## config.mk

```make
export PLATFORM = sky130hd
export DESIGN_NAME = nearest_track_id_assigner_unit
export DESIGN_NICKNAME = d
export VERILOG_FILES = /design/src/design/ntia_pkg.sv /design/src/design/ntia_dist.sv /design/src/design/ntia_table.sv /design/src/design/nearest_track_id_assigner_unit.sv
export SDC_FILE = /design/constraint.sdc
export NUM_CORES = 2
export LEC_CHECK = 0
export BUFFER_PORTS_ARGS = -buffer_cell sky130_fd_sc_hd__buf_4
export CORE_ASPECT_RATIO = 1.2
export CORE_MARGIN = 3
export CORE_UTILIZATION = 60
export CTS_CLUSTER_DIAMETER = 60
export DETAILED_ROUTE_END_ITERATION = 10
export PLACE_DENSITY_LB_ADDON = 0.3
export SETUP_SLACK_MARGIN = 0.3
export SYNTH_ARGS = -nofsm -noshare
export SYNTH_HDL_FRONTEND = slang
export SYNTH_SLANG_ARGS = --single-unit
```

## constraint.sdc

```tcl
create_clock -name clk -period 19.7 [get_ports clk]
set_clock_uncertainty 0.05 [all_clocks]
set_input_delay 1.97 -clock clk [delete_from_list [all_inputs] [get_ports clk]]
set_output_delay 1.97 -clock clk [all_outputs]
set_load 0.02 [all_outputs]
```

## src/design/ntia_pkg.sv

```systemverilog
`default_nettype none
// ---------------------------------------------------------------------------
// ntia_pkg
// Shared constants, codes and types for the nearest track id assigner.
// ---------------------------------------------------------------------------
package ntia_pkg;

  localparam int MAX_TRACKS = 16;
  localparam int COORD_BITS = 12;

  localparam int IDX_W   = $clog2(MAX_TRACKS);
  localparam int CNT_W   = $clog2(MAX_TRACKS + 1);
  localparam int ID_W    = 5;
  localparam int CAND_W  = (CNT_W > ID_W) ? CNT_W : ID_W;
  localparam int FACE_W  = 12;
  localparam int RAD_W   = 12;
  localparam int THR_W   = 8;
  localparam int LOST_W  = 8;
  localparam int CONS_W  = 9;
  localparam int STAT_W  = 3;
  localparam int DIN_W   = (COORD_BITS > RAD_W) ? COORD_BITS : RAD_W;
  localparam int DIST_W  = 2 * DIN_W + 1;

  localparam int CFG_IDX_W  = 2;
  localparam int CFG_DATA_W = 12;

  localparam logic [CFG_IDX_W-1:0] CFG_THRESHOLD  = 2'd0;
  localparam logic [CFG_IDX_W-1:0] CFG_RADIUS     = 2'd1;
  localparam logic [CFG_IDX_W-1:0] CFG_LOST_LIMIT = 2'd2;

  localparam logic [THR_W-1:0]  THRESHOLD_RST  = 8'd10;
  localparam logic [RAD_W-1:0]  RADIUS_RST     = 12'd50;
  localparam logic [LOST_W-1:0] LOST_LIMIT_RST = 8'd10;

  localparam logic [CONS_W-1:0] CONS_MAX = '1;
  localparam logic [LOST_W-1:0] LOST_MAX = '1;

  localparam logic [STAT_W-1:0] STATUS_CONSOL  = 3'd0;
  localparam logic [STAT_W-1:0] STATUS_MATCHED = 3'd1;
  localparam logic [STAT_W-1:0] STATUS_NEW     = 3'd2;
  localparam logic [STAT_W-1:0] STATUS_FULL    = 3'd3;
  localparam logic [STAT_W-1:0] STATUS_CLEARED = 3'd4;

  typedef struct packed {
    logic [ID_W-1:0]       id;
    logic [COORD_BITS-1:0] x;
    logic [COORD_BITS-1:0] y;
    logic [LOST_W-1:0]     lost;
  } ntia_entry_t;

  typedef struct packed {
    logic              en;
    logic [IDX_W-1:0]  idx;
    ntia_entry_t       entry;
  } ntia_wr_t;

endpackage : ntia_pkg
`default_nettype wire

```

## src/design/ntia_dist.sv

```systemverilog
`default_nettype none
// ---------------------------------------------------------------------------
// ntia_dist
// Shared squared-distance unit: registered (ax-bx)^2 + (ay-by)^2.
// ---------------------------------------------------------------------------
module ntia_dist (
  input  wire logic                       clk,
  input  wire logic [ntia_pkg::DIN_W-1:0] a_x,
  input  wire logic [ntia_pkg::DIN_W-1:0] a_y,
  input  wire logic [ntia_pkg::DIN_W-1:0] b_x,
  input  wire logic [ntia_pkg::DIN_W-1:0] b_y,
  output logic      [ntia_pkg::DIST_W-1:0] dist_q
);
  import ntia_pkg::*;

  logic [DIN_W-1:0]   dx;
  logic [DIN_W-1:0]   dy;
  logic [2*DIN_W-1:0] sx;
  logic [2*DIN_W-1:0] sy;

  always_comb begin
    dx = (a_x > b_x) ? (a_x - b_x) : (b_x - a_x);
    dy = (a_y > b_y) ? (a_y - b_y) : (b_y - a_y);
    sx = dx * dx;
    sy = dy * dy;
  end

  always_ff @(posedge clk) begin
    dist_q <= DIST_W'(sx) + DIST_W'(sy);
  end

endmodule : ntia_dist
`default_nettype wire

```

## src/design/ntia_table.sv

```systemverilog
`default_nettype none
// ---------------------------------------------------------------------------
// ntia_table
// Track table storage: one read index, one write port.
// ---------------------------------------------------------------------------
module ntia_table (
  input  wire logic                      clk,
  input  wire logic [ntia_pkg::IDX_W-1:0] rd_idx,
  output ntia_pkg::ntia_entry_t           rd_entry,
  input  wire ntia_pkg::ntia_wr_t         wr
);
  import ntia_pkg::*;

  ntia_entry_t entries_r [MAX_TRACKS];

  assign rd_entry = entries_r[rd_idx];

  always_ff @(posedge clk) begin
    if (wr.en) begin
      entries_r[wr.idx] <= wr.entry;
    end
  end

endmodule : ntia_table
`default_nettype wire

```

## src/design/nearest_track_id_assigner_unit.sv

```systemverilog
`default_nettype none
// ---------------------------------------------------------------------------
// nearest_track_id_assigner_unit
// Nearest-neighbor face track association with a sequencer around one
// shared squared-distance unit.
// ---------------------------------------------------------------------------
// Sequence: a clear or consolidating item ends in the check state; a matched
//   item also runs radius, scan and decide, and a new track item then compacts.
// Throughput: one item at a time; busy drops in the cycle the result is out,
//   so the next item can be accepted in that same cycle.
// The result is on the out_ ports for one cycle; the receiver cannot stall.
// Reset: configuration to defaults, table empty, consolidation count zero.
// ---------------------------------------------------------------------------
module nearest_track_id_assigner_unit (
  input  wire logic                            clk,
  input  wire logic                            rst_n,
  input  wire logic                            start,
  output logic                                 busy,
  input  wire logic                            in_command,
  input  wire logic                            in_first_in_frame,
  input  wire logic [ntia_pkg::FACE_W-1:0]     in_face_x,
  input  wire logic [ntia_pkg::FACE_W-1:0]     in_face_y,
  output logic                                 out_strobe,
  output logic      [ntia_pkg::STAT_W-1:0]     out_status,
  output logic      [ntia_pkg::ID_W-1:0]       out_track_id,
  output logic      [ntia_pkg::ID_W-1:0]       out_track_count,
  input  wire logic                            cfg_we,
  input  wire logic [ntia_pkg::CFG_IDX_W-1:0]  cfg_index,
  input  wire logic [ntia_pkg::CFG_DATA_W-1:0] cfg_data
);
  import ntia_pkg::*;

  localparam logic [2:0] S_IDLE    = 3'd0;
  localparam logic [2:0] S_CHECK   = 3'd1;
  localparam logic [2:0] S_RADIUS  = 3'd2;
  localparam logic [2:0] S_SCAN    = 3'd3;
  localparam logic [2:0] S_DECIDE  = 3'd4;
  localparam logic [2:0] S_COMPACT = 3'd5;

  logic [2:0]            state_r, state_nxt;
  logic                  cmd_r;
  logic                  first_r;
  logic [COORD_BITS-1:0] fx_r, fy_r;
  logic [THR_W-1:0]      thr_r;
  logic [RAD_W-1:0]      radius_r;
  logic [LOST_W-1:0]     limit_r;
  logic [CONS_W-1:0]     cons_r, cons_nxt;
  logic [CNT_W-1:0]      cnt_r, cnt_nxt;
  logic [CNT_W-1:0]      k_r, k_nxt;
  logic [CNT_W-1:0]      w_r, w_nxt;
  logic [CAND_W-1:0]     cand_r, cand_nxt;
  logic                  found_r, found_nxt;
  logic [DIST_W-1:0]     best_r, best_nxt;
  logic [IDX_W-1:0]      best_idx_r, best_idx_nxt;
  logic [DIST_W-1:0]     r2_r, r2_nxt;
  logic                  pend_r, pend_nxt;
  logic [IDX_W-1:0]      pidx_r, pidx_nxt;

  logic                  strobe_r, strobe_nxt;
  logic [STAT_W-1:0]     status_r, status_nxt;
  logic [ID_W-1:0]       id_r, id_nxt;
  logic [ID_W-1:0]       count_r, count_nxt;

  logic                  accept;
  logic [IDX_W-1:0]      rd_idx;
  ntia_entry_t           rd_entry;
  ntia_wr_t              wr;
  logic [DIN_W-1:0]      a_x, a_y, b_x, b_y;
  logic [DIST_W-1:0]     dist_q;
  logic [LOST_W-1:0]     lost_inc;
  logic [CAND_W-1:0]     cand_new;

  assign busy   = (state_r != S_IDLE);
  assign accept = start && !busy;

  assign out_strobe      = strobe_r;
  assign out_status      = status_r;
  assign out_track_id    = id_r;
  assign out_track_count = count_r;

  ntia_table u_table (
    .clk      (clk),
    .rd_idx   (rd_idx),
    .rd_entry (rd_entry),
    .wr       (wr)
  );

  ntia_dist u_dist (
    .clk    (clk),
    .a_x    (a_x),
    .a_y    (a_y),
    .b_x    (b_x),
    .b_y    (b_y),
    .dist_q (dist_q)
  );

  always_comb begin
    rd_idx = (state_r == S_DECIDE) ? best_idx_r : k_r[IDX_W-1:0];
    if (state_r == S_CHECK) begin
      a_x = DIN_W'(radius_r);
      a_y = '0;
      b_x = '0;
      b_y = '0;
    end else begin
      a_x = DIN_W'(rd_entry.x);
      a_y = DIN_W'(rd_entry.y);
      b_x = DIN_W'(fx_r);
      b_y = DIN_W'(fy_r);
    end
  end

  always_comb begin
    state_nxt    = state_r;
    cons_nxt     = cons_r;
    cnt_nxt      = cnt_r;
    k_nxt        = k_r;
    w_nxt        = w_r;
    cand_nxt     = cand_r;
    found_nxt    = found_r;
    best_nxt     = best_r;
    best_idx_nxt = best_idx_r;
    r2_nxt       = r2_r;
    pend_nxt     = pend_r;
    pidx_nxt     = pidx_r;
    strobe_nxt   = 1'b0;
    status_nxt   = status_r;
    id_nxt       = id_r;
    count_nxt    = count_r;
    wr           = '0;
    lost_inc     = (rd_entry.lost == LOST_MAX) ? rd_entry.lost : rd_entry.lost + 1'b1;
    cand_new     = (cand_r == CAND_W'(rd_entry.id)) ? cand_r + 1'b1 : cand_r;

    unique case (state_r)
      S_IDLE: begin
        if (accept) begin
          state_nxt = S_CHECK;
        end
      end
      S_CHECK: begin
        if (cmd_r) begin
          cons_nxt   = '0;
          cnt_nxt    = '0;
          strobe_nxt = 1'b1;
          status_nxt = STATUS_CLEARED;
          id_nxt     = '0;
          count_nxt  = '0;
          state_nxt  = S_IDLE;
        end else begin
          if (first_r && (cons_r != CONS_MAX)) begin
            cons_nxt = cons_r + 1'b1;
          end
          if (cons_nxt > CONS_W'(thr_r)) begin
            state_nxt = S_RADIUS;
          end else begin
            strobe_nxt = 1'b1;
            status_nxt = STATUS_CONSOL;
            id_nxt     = '0;
            count_nxt  = ID_W'(cnt_r);
            state_nxt  = S_IDLE;
          end
        end
      end
      S_RADIUS: begin
        r2_nxt    = dist_q;
        k_nxt     = '0;
        found_nxt = 1'b0;
        pend_nxt  = 1'b0;
        state_nxt = S_SCAN;
      end
      S_SCAN: begin
        if (pend_r && (!found_r || (dist_q < best_r))) begin
          found_nxt    = 1'b1;
          best_nxt     = dist_q;
          best_idx_nxt = pidx_r;
        end
        if (k_r < cnt_r) begin
          pend_nxt = 1'b1;
          pidx_nxt = k_r[IDX_W-1:0];
          k_nxt    = k_r + 1'b1;
        end else begin
          pend_nxt = 1'b0;
          if (!pend_r) begin
            state_nxt = S_DECIDE;
          end
        end
      end
      S_DECIDE: begin
        if (found_r && (best_r < r2_r)) begin
          wr.en         = 1'b1;
          wr.idx        = best_idx_r;
          wr.entry.id   = rd_entry.id;
          wr.entry.x    = fx_r;
          wr.entry.y    = fy_r;
          wr.entry.lost = rd_entry.lost;
          strobe_nxt    = 1'b1;
          status_nxt    = STATUS_MATCHED;
          id_nxt        = rd_entry.id;
          count_nxt     = ID_W'(cnt_r);
          state_nxt     = S_IDLE;
        end else begin
          k_nxt     = '0;
          w_nxt     = '0;
          cand_nxt  = '0;
          state_nxt = S_COMPACT;
        end
      end
      S_COMPACT: begin
        if (k_r < cnt_r) begin
          cand_nxt = cand_new;
          if (lost_inc <= limit_r) begin
            wr.en         = 1'b1;
            wr.idx        = w_r[IDX_W-1:0];
            wr.entry.id   = rd_entry.id;
            wr.entry.x    = rd_entry.x;
            wr.entry.y    = rd_entry.y;
            wr.entry.lost = lost_inc;
            w_nxt         = w_r + 1'b1;
          end
          k_nxt = k_r + 1'b1;
        end else begin
          strobe_nxt = 1'b1;
          id_nxt     = ID_W'(cand_r);
          if (w_r < CNT_W'(MAX_TRACKS)) begin
            wr.en         = 1'b1;
            wr.idx        = w_r[IDX_W-1:0];
            wr.entry.id   = ID_W'(cand_r);
            wr.entry.x    = fx_r;
            wr.entry.y    = fy_r;
            wr.entry.lost = '0;
            cnt_nxt       = w_r + 1'b1;
            status_nxt    = STATUS_NEW;
          end else begin
            cnt_nxt    = w_r;
            status_nxt = STATUS_FULL;
          end
          count_nxt = ID_W'(cnt_nxt);
          state_nxt = S_IDLE;
        end
      end
      default: begin
        state_nxt = S_IDLE;
      end
    endcase
  end

  always_ff @(posedge clk) begin
    if (!rst_n) begin
      state_r  <= S_IDLE;
      cons_r   <= '0;
      cnt_r    <= '0;
      strobe_r <= 1'b0;
      pend_r   <= 1'b0;
      found_r  <= 1'b0;
      thr_r    <= THRESHOLD_RST;
      radius_r <= RADIUS_RST;
      limit_r  <= LOST_LIMIT_RST;
    end else begin
      state_r  <= state_nxt;
      cons_r   <= cons_nxt;
      cnt_r    <= cnt_nxt;
      strobe_r <= strobe_nxt;
      pend_r   <= pend_nxt;
      found_r  <= found_nxt;
      if (cfg_we) begin
        unique case (cfg_index)
          CFG_THRESHOLD:  thr_r    <= cfg_data[THR_W-1:0];
          CFG_RADIUS:     radius_r <= cfg_data[RAD_W-1:0];
          CFG_LOST_LIMIT: limit_r  <= cfg_data[LOST_W-1:0];
          default: begin
          end
        endcase
      end
    end
  end

  always_ff @(posedge clk) begin
    if (accept) begin
      cmd_r   <= in_command;
      first_r <= in_first_in_frame;
      fx_r    <= in_face_x[COORD_BITS-1:0];
      fy_r    <= in_face_y[COORD_BITS-1:0];
    end
    k_r        <= k_nxt;
    w_r        <= w_nxt;
    cand_r     <= cand_nxt;
    best_r     <= best_nxt;
    best_idx_r <= best_idx_nxt;
    r2_r       <= r2_nxt;
    pidx_r     <= pidx_nxt;
    status_r   <= status_nxt;
    id_r       <= id_nxt;
    count_r    <= count_nxt;
  end

endmodule : nearest_track_id_assigner_unit
`default_nettype wire

```

Word-level counts from Yosys, hierarchy flattened. Memory sizes are Yosys's and may differ from the RTL's. Index checks and enable logic that the tools add are counted.

Equal/unequal tests: 23. $mul: 2. Divide/modulo/power cells: 0. Multiplexer cells: 64. Shift operators: 0. $add $sub $neg: 10. Reduce and logical (&&, ||, !) cells: 28. Magnitude comparators: 8. Bitwise operators: 0.

Operator list (number): $mux 42 (4); $pmux 42 s2 (1); $mux 5 (16); $mux 12 (6); $lt 25x25->1 (2); $mul 12x12->24 (2); $sub 12x12->12 (4); $pmux 5 s3 (3); $mux 9 (4); $pmux 5 s2 (3); $mux 3 (9); $add 24x24->25 (1); $gt 12x12->1 (2); $ne 2x2->1 const B (10); $pmux 3 s6 (1); $reduce_and 4->1 (4); $add 5x1->5 const B (3); $reduce_and 2->1 (6); $add 9x1->9 const B (1); $gt 9x8->1 (1); $mux 1 (9); $ne 9x9->1 const B (1); $pmux 3 s3 (1); $reduce_bool 3->1 (3); other kinds (26) (38).

ROM bits: 0. Word-level logic and storage cells: 160. Input bits: 44. Bits in writable memories: 592. Flip-flop bits (word level): 185. Memories: 1. Bits in latches: 0. Output and inout bits: 15.

Memories: u_table.entries_r (depth 16, bits a word 37, rd ports 1, clocked after memory_dff 0, wr ports 1, RTL line ntia_table.sv:14) `ntia_entry_t entries_r [MAX_TRACKS];`.

Logic depth before layout (Yosys ltp). An unclocked memory read counts as a cell.

Word-level depth: 11. Depth in mapped cells: 51. Gate-level depth less buffers: 44.

By module. A second synthesis with hierarchy kept.

Cells, all modules: 3017. Area total of the unflattened synthesis: 41825.1 µm².

By module, submodules not included: ntia_table (sequential area each 17777.0 µm², cells each 926, instances 1, area an instance 22201.3 µm²); ntia_dist (sequential area each 500.5 µm², cells each 1222, instances 1, area an instance 10834.1 µm²); nearest_track_id_assigner_unit (sequential area each 4324.1 µm², cells each 869, instances 1, area an instance 8789.7 µm²).

Least setup slack after synthesis. Ideal clock, no wire load.

Kind: reg-to-reg. Start: reg state_r[1]. End: reg u_dist.dist_q[23] in the netlist's numbering. Library setup time: 0.118 ns. Arrival time: 10.585 ns. Slack: 8.947 ns. Buffers on the path: 9. Data required time: 19.532 ns. Stages on the path, launching flop included: 50. Clock period less this slack: 10.753 ns. Cells stage by stage: dfxtp_1 buf_2 nor3b_4 mux2_4 buf_4 buf_2 buf_4 buf_2 buf_1 nand2_1 nand3_1 a311oi_1 a21oi_1 mux2i_1 ha_1 inv_1 fa_1 a21o_1 [... 14 more ...] fa_1 fa_1 inv_1 fa_1 fa_1 inv_1 fa_1 inv_1 ha_1 a21oi_1 nor2b_1 a41o_1 a21oi_1 a21o_1 nor2_1 nor2_1 a211o_1 xnor2_1.

Longest elaborated chain between the ends: 8. Elaborated cells on any way between the ends: 19. Classes of those cells: 5 x add/sub; 2 x mul; 2 x order compare; 2 x eq/ne; 7 x mux; 1 x memory.

RTL lines: start, declared (RTL line nearest_track_id_assigner_unit.sv:40) `logic [2:0] state_r, state_nxt;`; start signal, assigned (RTL line nearest_track_id_assigner_unit.sv:258) `state_r <= state_nxt;`; $eq 3x3->1 (RTL line nearest_track_id_assigner_unit.sv:98) `rd_idx = (state_r == S_DECIDE) ? best_idx_r : k_r[IDX_W-1:0];`; $mux 4 (RTL line nearest_track_id_assigner_unit.sv:98); $mem_v2 16x37; $mux 12 (RTL line nearest_track_id_assigner_unit.sv:99) `if (state_r == S_CHECK) begin`; $sub 12x12->12 (tied with other cells) (RTL line ntia_dist.sv:22) `dx = (a_x > b_x) ? (a_x - b_x) : (b_x - a_x);`; $mux 12 (on tied branches) (RTL line ntia_dist.sv:22, ntia_dist.sv:23); $mul 12x12->24 (on tied branches) (RTL line ntia_dist.sv:24, ntia_dist.sv:25); $add 24x24->25 (*) (RTL line ntia_dist.sv:29) `dist_q <= DIST_W'(sx) + DIST_W'(sy);`; end signal, assigned (RTL line ntia_dist.sv:29); end, declared (RTL line ntia_dist.sv:12) `output logic [ntia_pkg::DIST_W-1:0] dist_q`.

Every way passes the cells marked *; elsewhere a longest branch is shown, timed or not. A chain may end at the register's enable or synchronous reset.

Worst setup path after layout.
Start: reg state_r[2]. End: reg u_dist.dist_q[23] in the netlist's numbering.

Same word-level chain as after synthesis.

==> flow_results.org <==
** Routing
- Final routed DRC violation total :: 0
- Dividing the detail-routed via count by the number of cells gives between 6 and 7.
- For this block, the initial DRC count from the detailed router was between 2000 and 3000.
- Post-Route WL :: approximately 100 mm
- Antenna viol nets, final :: 0
- After detailed routing, the average wire length per cell comes to around 22 um.
- First-pass detailed-route iteration total :: 5
- Total number of vias :: 28800

** Clock network
- Clock tree synthesis found a total of approximately 800 sinks.
- Maximum number of buffers from clock root to sink :: 3
- TritonCTS buffer count :: slightly below 80
- Hold Buf Count CTS :: 0
- Buffers inserted by post-CTS timing repair :: 0
- Clock tree from TritonCTS :: yes
- Buffer cell driving the clock tree root :: clkbuf_16
- Clock latency on the worst-skew pair, taken at its later pin, is 630 ps.
- # resized after CTS :: 0
- Worst-path clk slew :: about 70 ps
- The H-tree was split into 3 levels.

** Floorplan
- The total area inside the core boundary comes to approximately 0.07 mm^2.
- Die boundary height :: approximately 300 um
- During I/O placement, the number of pins put on the boundary was 59.
- For this configuration, the core starts out at a cell density of 60.6%.
- The die is 251 um wide.
- The die covers between 0.07 and 0.08 mm^2.
- Floorplan row count :: 107

** Setup path
- STA puts the critical path data required time at between 20000 and 25000 ps.
- Most frequent cell on the critical path :: fa_1
- The setup path with the least slack is of type reg -> reg.
- On the worst path, the slowest cell contributes a delay of just under 800 ps.
- STA classifies the critical path endpoint as a flip-flop.
- The number of cells on the worst reg-to-reg path is 42.
- Crit-path max FO :: ~170
- Crit path launch type :: flip-flop
- WP data arrival :: 13400 ps
- Slowest cell on the critical path :: nor3_1

** Layout
- Total area of multi-input combinational cells :: 0.0185 mm^2
- Of the cells placed in the final design, the portion with a size suffix greater than 1 is slightly above 8%.
- 0 antenna diodes ended up in the layout.
- The layout has 5131 filler cells.
- Seq. cell area :: roughly 0.023 mm^2
- Relative to the synthesized area, the layout overhead comes to 8.84%.
- Layout Nets :: 4219

** Yosys
- Synth Flop Type :: edfxtp_1
- Of all flip-flops after synthesis, the portion carrying an async set or reset was 0%.
- For this run, the number of Yosys warnings is 0.
- Net count of the mapped netlist :: about 4200
- Combined area of all synthesized cells :: between 0.04 and 0.05 mm^2
- Counting flops and latches in the post-synthesis netlist gives between 700 and 800.
- Number of enable flip-flop cells after synthesis :: 704
- The largest total area in the synthesized netlist belongs to edfxtp_1.
- The synthesized design devotes to its leading area cell type approximately half of total area.
- Mean area per synthesized cell :: 11.6 um^2
- Ranking of synthesized cells by area :: edfxtp_1, fa_1, ha_1, nand2_1, dfxtp_1
- Synthesis handed over a netlist of 3724 instances.
- Proportion of synthesized chip area in sequential cells :: between 50% and 60%
- Post-synth cell types :: 98

** Timing
- For this run, the top clock speed supported by timing is between 70 and 80 MHz.
- Unrepaired setup endpoints after global routing :: no
- Min Tclk post-route :: about 13000 ps
- Final worst path period share :: between 60% and 70%
- Transition time at the pin with the least slew margin :: ~1300 ps
- The count of endpoints failing hold in the final timing report came to 0.
- TNS Setup :: 0 ps
- Worst rel slew slack :: roughly 11%
- Count of final max-slew check failures :: 0
- Setup violations remaining at the end of the flow were counted as 0.

** Flow run
- # Max-Cap Violations :: 0

** Global routing
- In the global route stage, overall resource usage came out at 27.8%.
- Entering global routing, the biggest net connects ~170 pins.
- The number of global-route vias before repair was about 29000.
- GRT overflow :: 0
- Antenna violations before repair :: 2
- The first global-routing pass estimated 161 mm of wire.

** Placement
- Placer Congestion :: between 0.8 and 0.9
- IO buf count :: 58
- The wire-length estimate of the detail-placed layout is 65.1 mm.

** Min path
- The min-delay analysis places its worst path in the category reg -> reg.
- Cells on Worst Hold Path :: 0

** Run status
- The flow ran to the end, and the final reports show no timing, DRC or antenna violations.
-- critical path: cells and delay by family (launching register included) --
kind	cells	cell delay, ps
adders and majority gates	9	3960
and+or+nand+nor	14	3370
buffers and inverters	6	1660
AOI/OAI and AO/OA	9	1880
xor gates and xnor gates	2	350
DFF	1	670
muxes	2	700
-- area by class of cell --
cell class | count | share of cell area [%]
inverter | 390 | 3.12
timing repair buffer | 106 | 1.75
tap | 926 | 2.47
sequential | 777 | 48.2
multi-input combinational | 2386 | 39.4
clock inverter | 43 | 0.584
clock buffer | 96 | 4.44
-- metrics by stage --
step           area [um^2]  std cells  util [%]  hold WS (ps)  setup slack, ps
3_5_place_dp         44500       4585      62.7           368             7130
6_report             46900       4724      66.0           374             6770
3_3_place_gp         44500       4585      62.7           352             7290
5_1_grt              46900       4724      66.0           378             5970
2_1_floorplan        43100       3724         -           350             8950
4_1_cts              46900       4724      66.0           371             7060
-- synthesized netlist by cell type (9+ instances only) --
master,n
a211oi_1,26
a21boi_0,15
a21o_1,44
a21oi_1,107
a22o_1,11
a22oi_1,43
a311oi_1,75
a31oi_1,39
and2_1,17
and3_1,61
buf_1,13
buf_2,49
clkbuf_1,99
dfxtp_1,73
edfxtp_1,704
fa_1,203
ha_1,234
inv_1,384
mux2_2,14
mux2i_1,71
mux4_2,12
nand2_1,608
nand2b_1,27
nand3_1,155
nand4_1,20
nor2_1,213
nor2b_1,45
nor3_1,29
o211ai_1,19
o21a_1,18
o21ai_0,47
o31ai_1,9
or2_2,17
or3_1,10
xnor2_1,42
xor2_1,31
-- logic make-up (layout without fill, tap and decap cells) --
kind of cell,after synthesis,after routing,share of synthesized area [%]
adders and majority gates,437,437,16.2
xor gates and xnor gates,74,74,1.52
AOI/OAI and AO/OA,527,527,8.79
DFF,777,777,52.4
buffers and inverters,561,635,5.14
muxes,100,100,2.76
and+or+nand+nor,1248,1248,13.1
-- registers in the layout (all words and copies together) (netlist names), 4 cells and up --
register	flops
k_r	5
fy_r	12
radius_r	12
u_table.entries_r	592
w_r	5
pidx_r	4
limit_r	8
best_r	25
fx_r	12
out_track_id	5
cnt_r	5
thr_r	8
r2_r	25
cand_r	5
best_idx_r	4
cons_r	9
out_track_count	5
u_dist.dist_q	25
-- cells in the final DEF, fill, tap and decap left out, types with 19 or more instances in the layout --
| cell type | count |
|---|---|
| xor2_1 | 31 |
| edfxtp_1 | 704 |
| nand2b_1 | 27 |
| and3_1 | 60 |
| a21o_1 | 43 |
| nand2_1 | 607 |
| clkinv_1 | 24 |
| inv_1 | 384 |
| nand3_1 | 155 |
| nor2_1 | 197 |
| xnor2_1 | 42 |
| o21ai_0 | 47 |
| a22oi_1 | 43 |
| a31oi_1 | 38 |
| o211ai_1 | 19 |
| buf_4 | 104 |
| nand4_1 | 20 |
| nor2b_1 | 45 |
| clkbuf_16 | 80 |
| fa_1 | 203 |
| mux2i_1 | 69 |
| ha_1 | 234 |
| a211oi_1 | 25 |
| dfxtp_1 | 73 |
| a21oi_1 | 107 |
| nor3_1 | 27 |
| a311oi_1 | 75 |
-- path summary, 6_finish.rpt --
| check | startpoint | slack, ps | to |
|---|---|---|---|
| min reg2reg | pidx_r[1] | 370 | best_idx_r[1] |
| max | state_r[2] | 6770 | u_dist.dist_q[23] |
| max reg2reg | state_r[2] | 6770 | u_dist.dist_q[23] |
| min | pidx_r[1] | 370 | best_idx_r[1] |
-- layer usage --
metal	GRT usage, %	vias to the layer above	wire (um)	share of wire (%)
li1	-	13100	-	-
met1	36.8	14100	40300	39
met2	45.6	1303	50600	49
met3	4.78	252	9010	8.6
met4	11.9	2	4140	4.0
met5	0	-	13	0.012
Power is not shown: default switching activity piles up to over one toggle a cycle in this logic, so the estimate is an artifact.
